<file path="src/rtl/tun_pkg.sv">
`timescale 1ns / 1ps
// tun_pkg: widths, constants and queue entry type for the triangle unit normal block.
// No dependencies.
package tun_pkg;
  localparam int CW    = 16;
  localparam int FW    = 14;
  localparam int EW    = CW + 1;
  localparam int PW    = 2 * EW;
  localparam int MW    = PW - 1;
  localparam int QW    = 2 * MW;
  localparam int SW    = QW + 2;
  localparam int UW    = FW + 2;
  localparam int OW    = FW + 2;
  localparam int RW    = SW + 2 * UW;
  localparam int PRW   = SW + UW;
  localparam int NL    = 3;
  localparam int DEPTH = 4;
  localparam int AW    = $clog2(DEPTH);

  typedef logic [2:0][2:0][CW-1:0] tun_vtx_t;

  typedef struct packed {
    logic [NL-1:0][QW-1:0] sq;
    logic [NL-1:0]         neg;
    logic [SW-1:0]         s;
    logic                  deg;
  } tun_item_t;
endpackage

</file>
<file path="src/rtl/tun_queue.sv">
`timescale 1ns / 1ps
// tun_queue: short FIFO between the front and the normalizing back end.
// Depends on tun_pkg.
module tun_queue (
  input  logic               clk,
  input  logic               rst_n,
  input  logic               push,
  input  tun_pkg::tun_item_t wr_item,
  output logic               full,
  input  logic               pop,
  output tun_pkg::tun_item_t rd_item,
  output logic               empty
);
  import tun_pkg::*;

  tun_item_t mem [DEPTH];
  logic [AW-1:0] wp_r, rp_r;
  logic [AW:0] cnt_r;

  assign full    = (cnt_r == (AW+1)'(DEPTH));
  assign empty   = (cnt_r == '0);
  assign rd_item = mem[rp_r];

  always_ff @(posedge clk) begin
    if (!rst_n) begin
      wp_r  <= '0;
      rp_r  <= '0;
      cnt_r <= '0;
    end else begin
      if (push) wp_r <= wp_r + 1'b1;
      if (pop) rp_r <= rp_r + 1'b1;
      cnt_r <= cnt_r + (AW+1)'(push) - (AW+1)'(pop);
    end
  end

  always_ff @(posedge clk) begin
    if (push) mem[wp_r] <= wr_item;
  end
endmodule

</file>
<file path="config.mk">
export PLATFORM = sky130hd
export DESIGN_NAME = tun_queue
export DESIGN_NICKNAME = d
export VERILOG_FILES = /design/src/rtl/tun_pkg.sv /design/src/rtl/tun_queue.sv
export SDC_FILE = /design/constraint.sdc
export NUM_CORES = 1
export LEC_CHECK = 0
export BUFFER_PORTS_ARGS = -buffer_cell sky130_fd_sc_hd__buf_4
export CORE_ASPECT_RATIO = 0.9
export CORE_MARGIN = 2
export CORE_UTILIZATION = 40
export DETAILED_ROUTE_END_ITERATION = 12
export GPL_TIMING_DRIVEN = 0
export PLACE_DENSITY = 0.7
export SYNTH_ARGS = -nofsm -noshare
export SYNTH_HDL_FRONTEND = slang
export SYNTH_SLANG_ARGS = --single-unit
</file>
<file path="constraint.sdc">
create_clock -name clk -period 7.3 [get_ports clk]
set_input_delay 1.095 -clock clk [delete_from_list [all_inputs] [get_ports clk]]
set_output_delay 1.095 -clock clk [all_outputs]
set_load 0.01 [all_outputs]
</file>
==> results.json <==
{
  "rsz0062_at_grt": "false",
  "track_usage_pct": 16.0,
  "path_common_cell": "buf_2",
  "ir_worst_vdd_uv": 216,
  "numCtsBuffers": 106,
  "clk_latency_ps": 680,
  "die_h_um": 302,
  "grt_pass1_vias": 18700,
  "utilization_pct": 50.0,
  "initial_core_util_pct": 40.2,
  "maxCapViolCount": 0,
  "dpl.hpwl_um": 53700,
  "tightest_slew_ps": 732,
  "synth.avg_cell_area_sq_um": 27.1,
  "critical_path.max_fanout": 10,
  "synth_cell_type_count": 20,
  "cpPeakStageDelay_ps": 570,
  "cts_buffer_depth": 3,
  "drt_iter0_markers": 1374,
  "ctsHtreeMaxLevel": 3,
  "clock_sinks": 1089,
  "fmax_ghz": 0.254,
  "whs_ps": 556,
  "period_needed_ps": 3940,
  "mostFrequentLayoutCells": "edfxtp_1, buf_4, mux4_2",
  "rows": 109,
  "critPathLaunchType": "flop",
  "finClkSkew_ps": 25.5,
  "yosysSeqAreaShare_pct": 82.8,
  "grt_pass1_wl_um": 119000,
  "overflow": 0,
  "slew_violations": 0,
  "fin_area_sq_um": 49000,
  "crit_slowest_cell": "buf_2",
  "syn-num-nets": 1734,
  "arrival_ps": 2850,
  "place_congestion": 0.739,
  "endpoint_kind": "primary output",
  "post-route-period-util_pct": 54.0,
  "viasPerCell": 5.09,
  "wl_per_cell_um": 23.5,
  "slew_headroom_pct": 51.2,
  "cp_num_buf_inv": 4,
  "yosysWarnings": 0,
  "power.density_nw_per_um2": 285,
  "synth-seq-cells": 1089,
  "critPathKind": "flop to primary output",
  "dr.pass1.iters": 5,
  "final_common_cell": "edfxtp_1",
  "grt_max_degree": 59,
  "cp_cell_sequence": "buf_2 > buf_2 > buf_2 > mux4_2 > buf_4",
  "p_leak_nw": 16.4,
  "root_buffer": "clkbuf_16",
  "setup_viol": 0,
  "syn_area_sq_um": 39400,
  "status": "complete, no violations",
  "final-hold-violation-count": 0,
  "route.detailed.drc": 0,
  "antenna_found_initial": 8,
  "die_width_um": 335,
  "syn-instance-count": 1453,
  "ctsHoldBuffers": 0,
  "ctsResizeCount": 0,
  "path_clk_slew_ps": 60,
  "nNetsFinal": 2407,
  "layout-drive-gt1-share_pct": 46.9,
  "num-fill-cells": 7661,
  "area_delta_synth_final_pct": 24.3,
  "die_area_sq_um": 101000,
  "wl_um": 82000,
  "ant_nets": 0,
  "io_buffer_count": 545,
  "cts_tree": "built",
  "cp_top_family": "buffers and inverters",
  "dpl-instance-area_sq_um": 45600,
  "cts_setup_buffers": 0,
  "io_pins": 546,
  "required_ps": 6200,
  "hold_path.class": "flop to flop",
  "finalPower_mw": 14.0,
  "via_count": 17700,
  "core_sq_um": 97900
}
per-layer routing:
layer,GRT usage [%],wire [um]
met5,0,81
met4,4.45,1830
met3,6.04,7740
met2,26.8,41300
met1,19.4,31000
final cells by class:
type / instances / area [sq um] / share of cell area [%]
diodes: 1 / 2.50 / 0.00511
clock inverters: 57 / 455 / 0.930
well taps: 1276 / 1600 / 3.26
inverters: 7 / 26.3 / 0.0537
clock buffers: 136 / 2890 / 5.90
multi-input cells: 297 / 6330 / 12.9
repair buffers: 565 / 4610 / 9.42
plain buffers: 60 / 435 / 0.889
flip-flops and latches: 1089 / 32600 / 66.6
where the power goes:
| part | switching [mW] | internal, mW |
|---|---|---|
| combinational | 0.757 | 0.768 |
| sequential | 0.0603 | 7.19 |
| clock | 2.19 | 3.00 |
worst paths after layout:
check | to | slack, ps | cells past startpoint | startpoint
hold / removal | flop | 560 | 2 | rp_r[0]
setup reg to reg | mem[2][234] | 4730 | 6 | wp_r[0]
hold reg to reg | flop | 560 | 2 | rp_r[0]
setup / recovery | rd_item[223] | 3360 | 5 | flop
cell usage after synthesis:
master	count	area [sq um]
mux4_2	270	6080
and2_1	6	37.5
xnor2_1	2	17.5
clkbuf_1	6	22.5
fa_1	1	20.0
edfxtp_1	1080	32400
nor2_1	5	18.8
nand3b_1	1	7.51
mux2i_1	1	10.0
buf_6	23	259
a21bo_2	1	10.0
ha_1	6	75.1
and3_1	1	6.26
buf_1	1	3.75
dfxtp_1	9	180
nor3_1	1	5.00
inv_1	7	26.3
buf_2	30	150
a21oi_1	1	5.00
xor3_1	1	23.8
flip-flops by register name, summed over array words and instances (netlist names), named ones only:
| register | count |
|---|---|
| mem | 1080 |
| rp_r | 2 |
| wp_r | 2 |
| cnt_r | 3 |
cell families after synthesis:
group / Yosys count / share of synthesized area [%]
buffers and inverters: 67 / 1.17
multiplexers: 271 / 15.5
XOR/XNOR: 3 / 0.105
flip-flops: 1089 / 82.8
AO/OA/AOI/OAI: 2 / 0.0381
AND/OR/NAND/NOR: 14 / 0.191
adder cells (fa/ha/maj): 7 / 0.241
through the flow:
step	TNS, ps	setup WS, ps	std cells
finish	0	3360	3488
global route	0	3130	3487
floorplan	0	2470	1453
detailed placement	0	3850	3294
global placement	-172650	-248	3274
CTS	0	3100	3487
worst min-delay path, delay by kind of cell (launching register included):
family,cells,cell delay (ps)
flops,1,330
compound gates,1,80
simple gates,1,90
Note: power is estimated with default switching activity, not from simulation.
